<file path="src/rtl/mtd_pkg.sv">
// Package for the multi-tap detector: request and response payload types,
// configuration bundle, event and phase codes, and register map constants.
// Depends on nothing; every other file in rtl/ but mtd_radius uses it by scoped names.
package mtd_pkg;

	// Event kinds carried in req_type. Codes above EV_WHEEL act like a wheel event.
	localparam logic [2:0] EV_PRESS   = 3'd0;
	localparam logic [2:0] EV_MOVE    = 3'd1;
	localparam logic [2:0] EV_RELEASE = 3'd2;
	localparam logic [2:0] EV_CANCEL  = 3'd3;
	localparam logic [2:0] EV_WHEEL   = 3'd4;

	// Encoded gesture state as it appears on the response.
	localparam logic [1:0] GS_POSSIBLE = 2'd0;
	localparam logic [1:0] GS_ENDED    = 2'd1;
	localparam logic [1:0] GS_FAILED   = 2'd2;

	// Internal gesture phase.
	typedef enum logic [2:0] {
		PH_POSSIBLE = 3'b001,
		PH_ENDED    = 3'b010,
		PH_FAILED   = 3'b100
	} phase_t;

	// Register map: index of each register (byte address is 4 * index).
	localparam int          ADDR_W        = 4;
	localparam logic [1:0]  REG_REQ_TAPS  = 2'd0;
	localparam logic [1:0]  REG_INTERVAL  = 2'd1;
	localparam logic [1:0]  REG_PRESS_MAX = 2'd2;
	localparam logic [1:0]  REG_RADIUS    = 2'd3;

	// Reset values of the registers.
	localparam logic [3:0]  RST_REQ_TAPS  = 4'd1;
	localparam logic [31:0] RST_INTERVAL  = 32'd300000;
	localparam logic [31:0] RST_PRESS_MAX = 32'd500000;
	localparam logic [15:0] RST_RADIUS    = 16'd160;
	localparam logic [31:0] RST_RADIUS_SQ = 32'd25600;

	typedef struct packed {
		logic [2:0]         req_type;
		logic [3:0]         ptr_id;
		logic signed [15:0] pos_x;
		logic signed [15:0] pos_y;
		logic [31:0]        time_us;
	} req_t;

	typedef struct packed {
		logic [1:0] gesture_state;
		logic       recognized;
		logic       failed_now;
		logic [3:0] taps_so_far;
	} rsp_t;

	// Configuration as the datapath sees it; the radius arrives already squared.
	typedef struct packed {
		logic [3:0]  required_taps;
		logic [31:0] max_tap_interval;
		logic [31:0] max_press_time;
		logic [31:0] radius_sq;
	} cfg_t;

endpackage

</file>
<file path="src/rtl/mtd_cfg.sv">
// Configuration register file of the multi-tap detector behind an APB-style port.
// Depends on mtd_pkg for the register map, reset values and the cfg_t bundle.
module mtd_cfg (
	input  logic                       clk,
	input  logic                       arst_n,
	input  logic                       psel,
	input  logic                       penable,
	input  logic                       pwrite,
	input  logic [mtd_pkg::ADDR_W-1:0] paddr,
	input  logic [31:0]                pwdata,
	output logic [31:0]                prdata,
	output logic                       pready,
	output mtd_pkg::cfg_t              cfg
);

	logic [3:0]  req_taps_q;
	logic [31:0] interval_q;
	logic [31:0] press_max_q;
	logic [15:0] radius_q;
	logic [31:0] radius_sq_q;
	logic [1:0]  index;
	logic        wr_en;

	assign pready = 1'b1;
	assign index  = paddr[mtd_pkg::ADDR_W-1:2];
	assign wr_en  = psel & penable & pwrite;

	// The radius is squared once at write time so the datapath only compares.
	always_ff @(posedge clk or negedge arst_n) begin
		if (!arst_n) begin
			req_taps_q  <= mtd_pkg::RST_REQ_TAPS;
			interval_q  <= mtd_pkg::RST_INTERVAL;
			press_max_q <= mtd_pkg::RST_PRESS_MAX;
			radius_q    <= mtd_pkg::RST_RADIUS;
			radius_sq_q <= mtd_pkg::RST_RADIUS_SQ;
		end else if (wr_en) begin
			unique case (index)
				mtd_pkg::REG_REQ_TAPS:  req_taps_q  <= pwdata[3:0];
				mtd_pkg::REG_INTERVAL:  interval_q  <= pwdata;
				mtd_pkg::REG_PRESS_MAX: press_max_q <= pwdata;
				mtd_pkg::REG_RADIUS: begin
					radius_q    <= pwdata[15:0];
					radius_sq_q <= {16'd0, pwdata[15:0]} * {16'd0, pwdata[15:0]};
				end
				default: ;
			endcase
		end
	end

	always_comb begin
		unique case (index)
			mtd_pkg::REG_REQ_TAPS:  prdata = {28'd0, req_taps_q};
			mtd_pkg::REG_INTERVAL:  prdata = interval_q;
			mtd_pkg::REG_PRESS_MAX: prdata = press_max_q;
			mtd_pkg::REG_RADIUS:    prdata = {16'd0, radius_q};
			default:                prdata = 32'd0;
		endcase
	end

	assign cfg.required_taps    = req_taps_q;
	assign cfg.max_tap_interval = interval_q;
	assign cfg.max_press_time   = press_max_q;
	assign cfg.radius_sq        = radius_sq_q;

endmodule

</file>
<file path="src/rtl/mtd_radius.sv">
// Squared-distance test of the multi-tap detector: is a point farther than the
// configured radius from the recorded press point. Uses no package items.
module mtd_radius (
	input  logic signed [15:0] pos_x,
	input  logic signed [15:0] pos_y,
	input  logic signed [15:0] press_x,
	input  logic signed [15:0] press_y,
	input  logic [31:0]        radius_sq,
	output logic               beyond
);

	logic signed [16:0] dx;
	logic signed [16:0] dy;
	logic [16:0]        dx_neg;
	logic [16:0]        dy_neg;
	logic [15:0]        adx;
	logic [15:0]        ady;
	logic [31:0]        sq_x;
	logic [31:0]        sq_y;
	logic [32:0]        dist_sq;

	always_comb begin
		dx     = {pos_x[15], pos_x} - {press_x[15], press_x};
		dy     = {pos_y[15], pos_y} - {press_y[15], press_y};
		dx_neg = -dx;
		dy_neg = -dy;
		// The magnitude of a 17-bit difference of two 16-bit values fits in 16 bits.
		adx     = dx[16] ? dx_neg[15:0] : dx[15:0];
		ady     = dy[16] ? dy_neg[15:0] : dy[15:0];
		sq_x    = {16'd0, adx} * {16'd0, adx};
		sq_y    = {16'd0, ady} * {16'd0, ady};
		dist_sq = {1'b0, sq_x} + {1'b0, sq_y};
		beyond  = dist_sq > {1'b0, radius_sq};
	end

endmodule

</file>
<file path="src/rtl/mtd_core.sv">
// Gesture state and per-request update logic of the multi-tap detector.
// Depends on mtd_pkg and on mtd_radius for the distance test.
module mtd_core (
	input  logic          clk,
	input  logic          arst_n,
	input  logic          fire,
	input  mtd_pkg::req_t req,
	input  mtd_pkg::cfg_t cfg,
	output mtd_pkg::rsp_t rsp
);

	mtd_pkg::phase_t    phase_q, phase_n;
	logic               pressed_q, pressed_n;
	logic [3:0]         count_q, count_n;
	logic [3:0]         tracked_q, tracked_n;
	logic signed [15:0] press_x_q, press_x_n;
	logic signed [15:0] press_y_q, press_y_n;
	logic [31:0]        press_t_q, press_t_n;
	logic [31:0]        rel_t_q, rel_t_n;
	logic               rel_seen_q, rel_seen_n;

	logic        beyond;
	logic        recog;
	logic        failed;
	logic [3:0]  need;
	logic [31:0] gap;
	logic [31:0] held;
	logic [3:0]  count_inc;
	logic        own;
	logic        term;

	mtd_radius u_radius (
		.pos_x     (req.pos_x),
		.pos_y     (req.pos_y),
		.press_x   (press_x_q),
		.press_y   (press_y_q),
		.radius_sq (cfg.radius_sq),
		.beyond    (beyond)
	);

	always_comb begin
		// An ended or failed gesture starts over before the request is handled.
		term       = phase_q != mtd_pkg::PH_POSSIBLE;
		phase_n    = mtd_pkg::PH_POSSIBLE;
		pressed_n  = term ? 1'b0 : pressed_q;
		count_n    = term ? 4'd0 : count_q;
		rel_seen_n = term ? 1'b0 : rel_seen_q;
		tracked_n  = tracked_q;
		press_x_n  = press_x_q;
		press_y_n  = press_y_q;
		press_t_n  = press_t_q;
		rel_t_n    = rel_t_q;
		recog      = 1'b0;
		failed     = 1'b0;

		need      = (cfg.required_taps == 4'd0) ? 4'd1 : cfg.required_taps;
		gap       = req.time_us - rel_t_q;
		held      = req.time_us - press_t_q;
		own       = req.ptr_id == tracked_q;
		count_inc = (count_n == 4'd15) ? count_n : count_n + 4'd1;

		case (req.req_type)
			mtd_pkg::EV_CANCEL: begin
				phase_n = mtd_pkg::PH_FAILED;
				failed  = 1'b1;
			end
			mtd_pkg::EV_PRESS: begin
				if (!pressed_n) begin
					if (rel_seen_n && (gap > cfg.max_tap_interval)) begin
						count_n = 4'd0;
					end
					tracked_n = req.ptr_id;
					pressed_n = 1'b1;
					press_x_n = req.pos_x;
					press_y_n = req.pos_y;
					press_t_n = req.time_us;
				end else if (own && beyond) begin
					// A second press by the tracked pointer is treated as a move.
					phase_n = mtd_pkg::PH_FAILED;
					failed  = 1'b1;
				end
			end
			mtd_pkg::EV_MOVE: begin
				if (pressed_n && own && beyond) begin
					phase_n = mtd_pkg::PH_FAILED;
					failed  = 1'b1;
				end
			end
			mtd_pkg::EV_RELEASE: begin
				if (pressed_n && own) begin
					pressed_n = 1'b0;
					if ((held > cfg.max_press_time) || beyond) begin
						phase_n = mtd_pkg::PH_FAILED;
						failed  = 1'b1;
					end else begin
						count_n    = count_inc;
						rel_t_n    = req.time_us;
						rel_seen_n = 1'b1;
						if (count_inc >= need) begin
							phase_n = mtd_pkg::PH_ENDED;
							recog   = 1'b1;
						end
					end
				end
			end
			default: ;
		endcase

		case (phase_n)
			mtd_pkg::PH_ENDED:  rsp.gesture_state = mtd_pkg::GS_ENDED;
			mtd_pkg::PH_FAILED: rsp.gesture_state = mtd_pkg::GS_FAILED;
			default:            rsp.gesture_state = mtd_pkg::GS_POSSIBLE;
		endcase
		rsp.recognized  = recog;
		rsp.failed_now  = failed;
		rsp.taps_so_far = count_n;
	end

	always_ff @(posedge clk or negedge arst_n) begin
		if (!arst_n) begin
			phase_q    <= mtd_pkg::PH_POSSIBLE;
			pressed_q  <= 1'b0;
			count_q    <= 4'd0;
			tracked_q  <= 4'd0;
			press_x_q  <= 16'sd0;
			press_y_q  <= 16'sd0;
			press_t_q  <= 32'd0;
			rel_t_q    <= 32'd0;
			rel_seen_q <= 1'b0;
		end else if (fire) begin
			phase_q    <= phase_n;
			pressed_q  <= pressed_n;
			count_q    <= count_n;
			tracked_q  <= tracked_n;
			press_x_q  <= press_x_n;
			press_y_q  <= press_y_n;
			press_t_q  <= press_t_n;
			rel_t_q    <= rel_t_n;
			rel_seen_q <= rel_seen_n;
		end
	end

endmodule

</file>
<file path="src/rtl/multi_tap_detector.sv">
// Top level of the multi-tap detector: request register, gesture core and
// response register. Depends on mtd_pkg, mtd_cfg, mtd_core and mtd_radius.
//
// Usage. Pointer events enter as requests on req (kind, pointer id, position
// in sixteenths of a pixel, microsecond timestamp) under req_valid/req_stall.
// Each request yields exactly one response on rsp under rsp_valid/rsp_stall:
// the gesture state after the event, a recognized flag, a failed-now flag and
// the tap count. A transfer happens at a clock edge where valid is high and
// stall is low.
// The request is captured in an input register, the core evaluates it
// combinationally and the response register presents the result.
// Throughput is one request per cycle while the receiver does not stall, set
// by the core's single state-update pass (two 16x16 squares, add, compare).
// If the receiver stalls, the response register holds its item, the request
// register keeps the one behind it, and req_stall rises only when both are
// full. Reset (arst_n low) clears the gesture to possible with no taps, no
// press and no release recorded, and restores the register defaults:
// one tap, 300000 us interval, 500000 us press time, radius 160.
// The user must write registers over the APB-style port only while the block is idle; the block does not enforce this.
module multi_tap_detector (
	input  logic                       clk,
	input  logic                       arst_n,
	input  logic                       req_valid,
	output logic                       req_stall,
	input  mtd_pkg::req_t              req,
	output logic                       rsp_valid,
	input  logic                       rsp_stall,
	output mtd_pkg::rsp_t              rsp,
	input  logic                       psel,
	input  logic                       penable,
	input  logic                       pwrite,
	input  logic [mtd_pkg::ADDR_W-1:0] paddr,
	input  logic [31:0]                pwdata,
	output logic [31:0]                prdata,
	output logic                       pready
);

	mtd_pkg::cfg_t cfg;
	mtd_pkg::req_t req_s1;
	mtd_pkg::rsp_t rsp_next;
	mtd_pkg::rsp_t rsp_s2;
	logic          valid_s1;
	logic          valid_s2;
	logic          advance;
	logic          take;

	mtd_cfg u_cfg (
		.clk     (clk),
		.arst_n  (arst_n),
		.psel    (psel),
		.penable (penable),
		.pwrite  (pwrite),
		.paddr   (paddr),
		.pwdata  (pwdata),
		.prdata  (prdata),
		.pready  (pready),
		.cfg     (cfg)
	);

	// The request in stage one moves on whenever the response slot is free
	// or is being emptied in this cycle.
	assign advance   = valid_s1 & (~valid_s2 | ~rsp_stall);
	assign req_stall = valid_s1 & ~advance;
	assign take      = req_valid & ~req_stall;

	mtd_core u_core (
		.clk    (clk),
		.arst_n (arst_n),
		.fire   (advance),
		.req    (req_s1),
		.cfg    (cfg),
		.rsp    (rsp_next)
	);

	always_ff @(posedge clk or negedge arst_n) begin
		if (!arst_n) begin
			valid_s1 <= 1'b0;
			valid_s2 <= 1'b0;
		end else begin
			if (take) begin
				valid_s1 <= 1'b1;
			end else if (advance) begin
				valid_s1 <= 1'b0;
			end
			if (advance) begin
				valid_s2 <= 1'b1;
			end else if (~rsp_stall) begin
				valid_s2 <= 1'b0;
			end
		end
	end

	// Payload registers carry no reset.
	always_ff @(posedge clk) begin
		if (take) begin
			req_s1 <= req;
		end
		if (advance) begin
			rsp_s2 <= rsp_next;
		end
	end

	assign rsp_valid = valid_s2;
	assign rsp       = rsp_s2;

endmodule
</file>
<file path="config.mk">
export PLATFORM = sky130hd
export DESIGN_NAME = multi_tap_detector
export DESIGN_NICKNAME = d
export VERILOG_FILES = /design/src/rtl/mtd_pkg.sv /design/src/rtl/mtd_cfg.sv /design/src/rtl/mtd_radius.sv /design/src/rtl/mtd_core.sv /design/src/rtl/multi_tap_detector.sv
export SDC_FILE = /design/constraint.sdc
export NUM_CORES = 2
export LEC_CHECK = 0
export BUFFER_PORTS_ARGS = -buffer_cell sky130_fd_sc_hd__buf_2
export CORE_MARGIN = 3
export CORE_UTILIZATION = 59
export DETAILED_ROUTE_END_ITERATION = 8
export PLACE_DENSITY_LB_ADDON = 0.12
export SYNTH_ARGS = -nofsm -noshare
export SYNTH_HDL_FRONTEND = slang
export SYNTH_SLANG_ARGS = --single-unit
</file>
<file path="constraint.sdc">
create_clock -name clk -period 11.8 [get_ports clk]
set_input_delay 2.36 -clock clk [delete_from_list [all_inputs] [get_ports clk]]
set_output_delay 2.36 -clock clk [all_outputs]
set_load 0.005 [all_outputs]
</file>
==> impl_metrics.env <==
export IMPL_syn_avg_cell_area_sq_um=9.25
export IMPL_post_route_util_pct=71.5
export IMPL_vias_per_cell=5.31
export IMPL_max_cap_viol_count=0
export IMPL_worstPathMaxFanout=8
export IMPL_htreeDepth=2
export IMPL_grt_busiest_layer="met2"
export IMPL_instances_no_fill=5901
export IMPL_seq_area_sq_mm=0.00803
export IMPL_gr_usage_met3_pct=3.84
export IMPL_final_fill_count=5157
export IMPL_pre_cts_ws_ns=-0.961
export IMPL_worst_pin_slew_ns=1.13
export IMPL_yosysMostFrequentCell="inv_1"
export IMPL_synth_common_cells="inv_1, fa_1, ha_1"
export IMPL_use_met1_pct=38.9
export IMPL_arrival_ns=12.69
export IMPL_cpMaxStageDelayCell="fa_1"
export IMPL_fin_setup_tns_ns=-15.50
export IMPL_grt_max_degree=93
export IMPL_multi_input_area_sq_mm=0.0299
export IMPL_finalNetCount=6110
export IMPL_setup_viol=42
export IMPL_syn_num_nets=5568
export IMPL_setup_ws_ns=-0.462
export IMPL_die_h_um=269
export IMPL_drc=0
export IMPL_grt_remaining_overflow=0
export IMPL_clk_latency_ns=0.57
export IMPL_drive_above_1_share_pct=19.8
export IMPL_grt_pass1_vias=32100
export IMPL_cts_tree="built"
export IMPL_hp_start="u_cfg.radius_sq_q[29]"
export IMPL_worstHoldPathType="register to register"
export IMPL_row_count=95
export IMPL_hold_viol_final=0
export IMPL_die_w_um=269
export IMPL_finClkSkew_ns=0.0403
export IMPL_wirelength_mm=101
export IMPL_timing_rr_start="req_s1[48]"
export IMPL_antenna_found_initial=0
export IMPL_hold_depth=2
export IMPL_period_share_pct=104
export IMPL_drt_pass1_iter_count=5
export IMPL_place_hpwl_mm=79.8
export IMPL_yosysWarnings=0
export IMPL_vias=31300
export IMPL_fmax_mhz=81.6
export IMPL_antenna_cells=0
export IMPL_clk_pin_slew_ns=0.06
export IMPL_final_max_slew_viol_count=0
export IMPL_violations="setup timing"
export IMPL_status="finished, violations left"
export IMPL_yosys_area_top_type="fa_1"
export IMPL_async_reset_ff_share_pct=74.0
export IMPL_hold_end="u_cfg.radius_sq_q[29]"
export IMPL_synth_top_area_share_pct=27.3
export IMPL_yosysSeqAreaShare_pct=19.7
export IMPL_dieArea_sq_mm=0.0724
export IMPL_slowest_delay_ns=0.60
export IMPL_ys_types=86
export IMPL_ys_top_cells_by_area="fa_1, ha_1, dfrtp_1"
export IMPL_gp_congestion=0.951
export IMPL_dp_cells=5759
export IMPL_io_buffers=153
export IMPL_cts_root_buf="clkbuf_16"
export IMPL_ff2ff_path_depth=49
export IMPL_r2r_setup_slack_ns=-0.46
export IMPL_io_pins=157
export IMPL_syn_inst=4412
export IMPL_numCtsBuffers=36
export IMPL_cts_sinks=304
export IMPL_coreArea_sq_mm=0.0679
export IMPL_ant_nets=0
export IMPL_grt_first_pass_wirelength_mm=164
export IMPL_initial_core_util_pct=60.2
export IMPL_syn_to_final_growth_pct=18.8
export IMPL_syn_area_sq_mm=0.0408
export IMPL_drt_iter0_markers=1607
export IMPL_drt_wirelength_per_cell_um=17.1
export IMPL_cp_end_kind="register"
export IMPL_track_usage_pct=28.5
export IMPL_r2r_end="u_core.rel_t_q[25]"
export IMPL_fin_crit_ns=12.26
export IMPL_rsz0062_at_grt="true"
export IMPL_max_slew_margin_pct=24.9
export IMPL_synth_seq_cells=304
export IMPL_clockBufferDepth=3
export IMPL_critPathKind="register to register"
export IMPL_crit_path_start_kind="register"
export IMPL_use_met2_pct=47.5
export IMPL_synth_edf_count=79
export IMPL_synth_ff_type="dfrtp_1"
export IMPL_required_ns=12.22
export IMPL_cpMostUsedCell="fa_1"
## kinds of logic after synthesis
| kind of cell | after synthesis | share of synthesized area, % |
|---|---|---|
| adder cells (fa/ha/maj) | 1042 | 42.2 |
| flip-flops | 304 | 19.7 |
| other | 1 | 0.00919 |
| AND/OR/NAND/NOR | 1013 | 11.2 |
| AO/OA/AOI/OAI | 714 | 11.1 |
| XOR/XNOR | 180 | 3.86 |
| multiplexers | 63 | 1.84 |
| buffers and inverters | 1095 | 10.2 |
## registers in the layout, summed over array words and instances (netlist names), 15 cells and up
register	cells
u_cfg.radius_sq_q	31
u_cfg.radius_q	15
u_core.press_t_q	32
u_core.rel_t_q	32
u_cfg.press_max_q	32
u_core.press_x_q	16
u_core.press_y_q	16
req_s1	71
u_cfg.interval_q	32
## per-stage QoR
stage	area, sq um	hold slack [ns]
detailed placement	45500	0.470
finish	48500	0.476
global route	48500	0.504
floorplan	41100	0.445
global placement	45500	0.461
CTS	48000	0.481
## critical path: cells and delay by family, from the launching register on
family / cells / cell delay, ns
AOI/OAI and AO/OA: 14 / 2.62
xor gates and xnor gates: 3 / 0.65
adders and majority gates: 12 / 5.15
buffers and inverters: 14 / 1.50
DFF: 1 / 0.39
muxes: 1 / 0.31
and+or+nand+nor: 5 / 1.48
## layout by cell type, fill, tap and decap left out, drive strengths merged, types with 55 or more instances in the layout
master	instances
mux2	55
o21ai	267
xnor2	116
ha	486
buf	619
a21oi	133
and2	75
dfrtp	203
a21o	104
fa	556
xor2	64
nand2	382
inv	976
nor2	302
edfxtp	79
## layout make-up
type | count | share of cell area (%)
Clock buffer | 46 | 1.98
Timing Repair Buffer | 619 | 9.36
Multi-Input combinational cell | 3013 | 61.6
Clock inverter | 18 | 0.472
Sequential cell | 304 | 16.6
Tap cell | 921 | 2.38
Inverter | 980 | 7.62
## repair_timing
item                                    4_1_cts  5_1_grt
resized for setup                           187       88
pin swaps                                    86      109
endpoints found under the setup margin       48       48
buffers inserted                             46       36
hold buffers                                  0        0
cloned                                        6        0
## how the worst max path moves through the flow
| stage | endpoint | cells after the start | start | slack [ns] |
|---|---|---|---|---|
| 5_1_grt | u_core.rel_t_q[25] | 56 | req_s1[48] | -0.92 |
| 4_1_cts | u_core.rel_t_q[9] | 53 | req_s1[48] | -0.41 |
| 6_report | u_core.rel_t_q[25] | 49 | req_s1[48] | -0.46 |
| 3_3_place_gp | u_core.rel_t_q[18] | 52 | req_s1[48] | -0.84 |
| 3_5_place_dp | u_core.rel_t_q[3] | 54 | req_s1[48] | -0.96 |
| 2_1_floorplan | u_core.rel_t_q[10] | 53 | req_s1[48] | 0.003 |
## layer usage
layer | up-vias | part of all wire [%]
met1 | 15300 | 43
li1 | 15100 | -
met5 | - | 0
met2 | 810 | 48
met3 | 181 | 5.2
met4 | 0 | 3.7
Power is left out: the tool's default activity adds up to more than one toggle a clock period on the data nets, which glitch-free logic cannot reach.
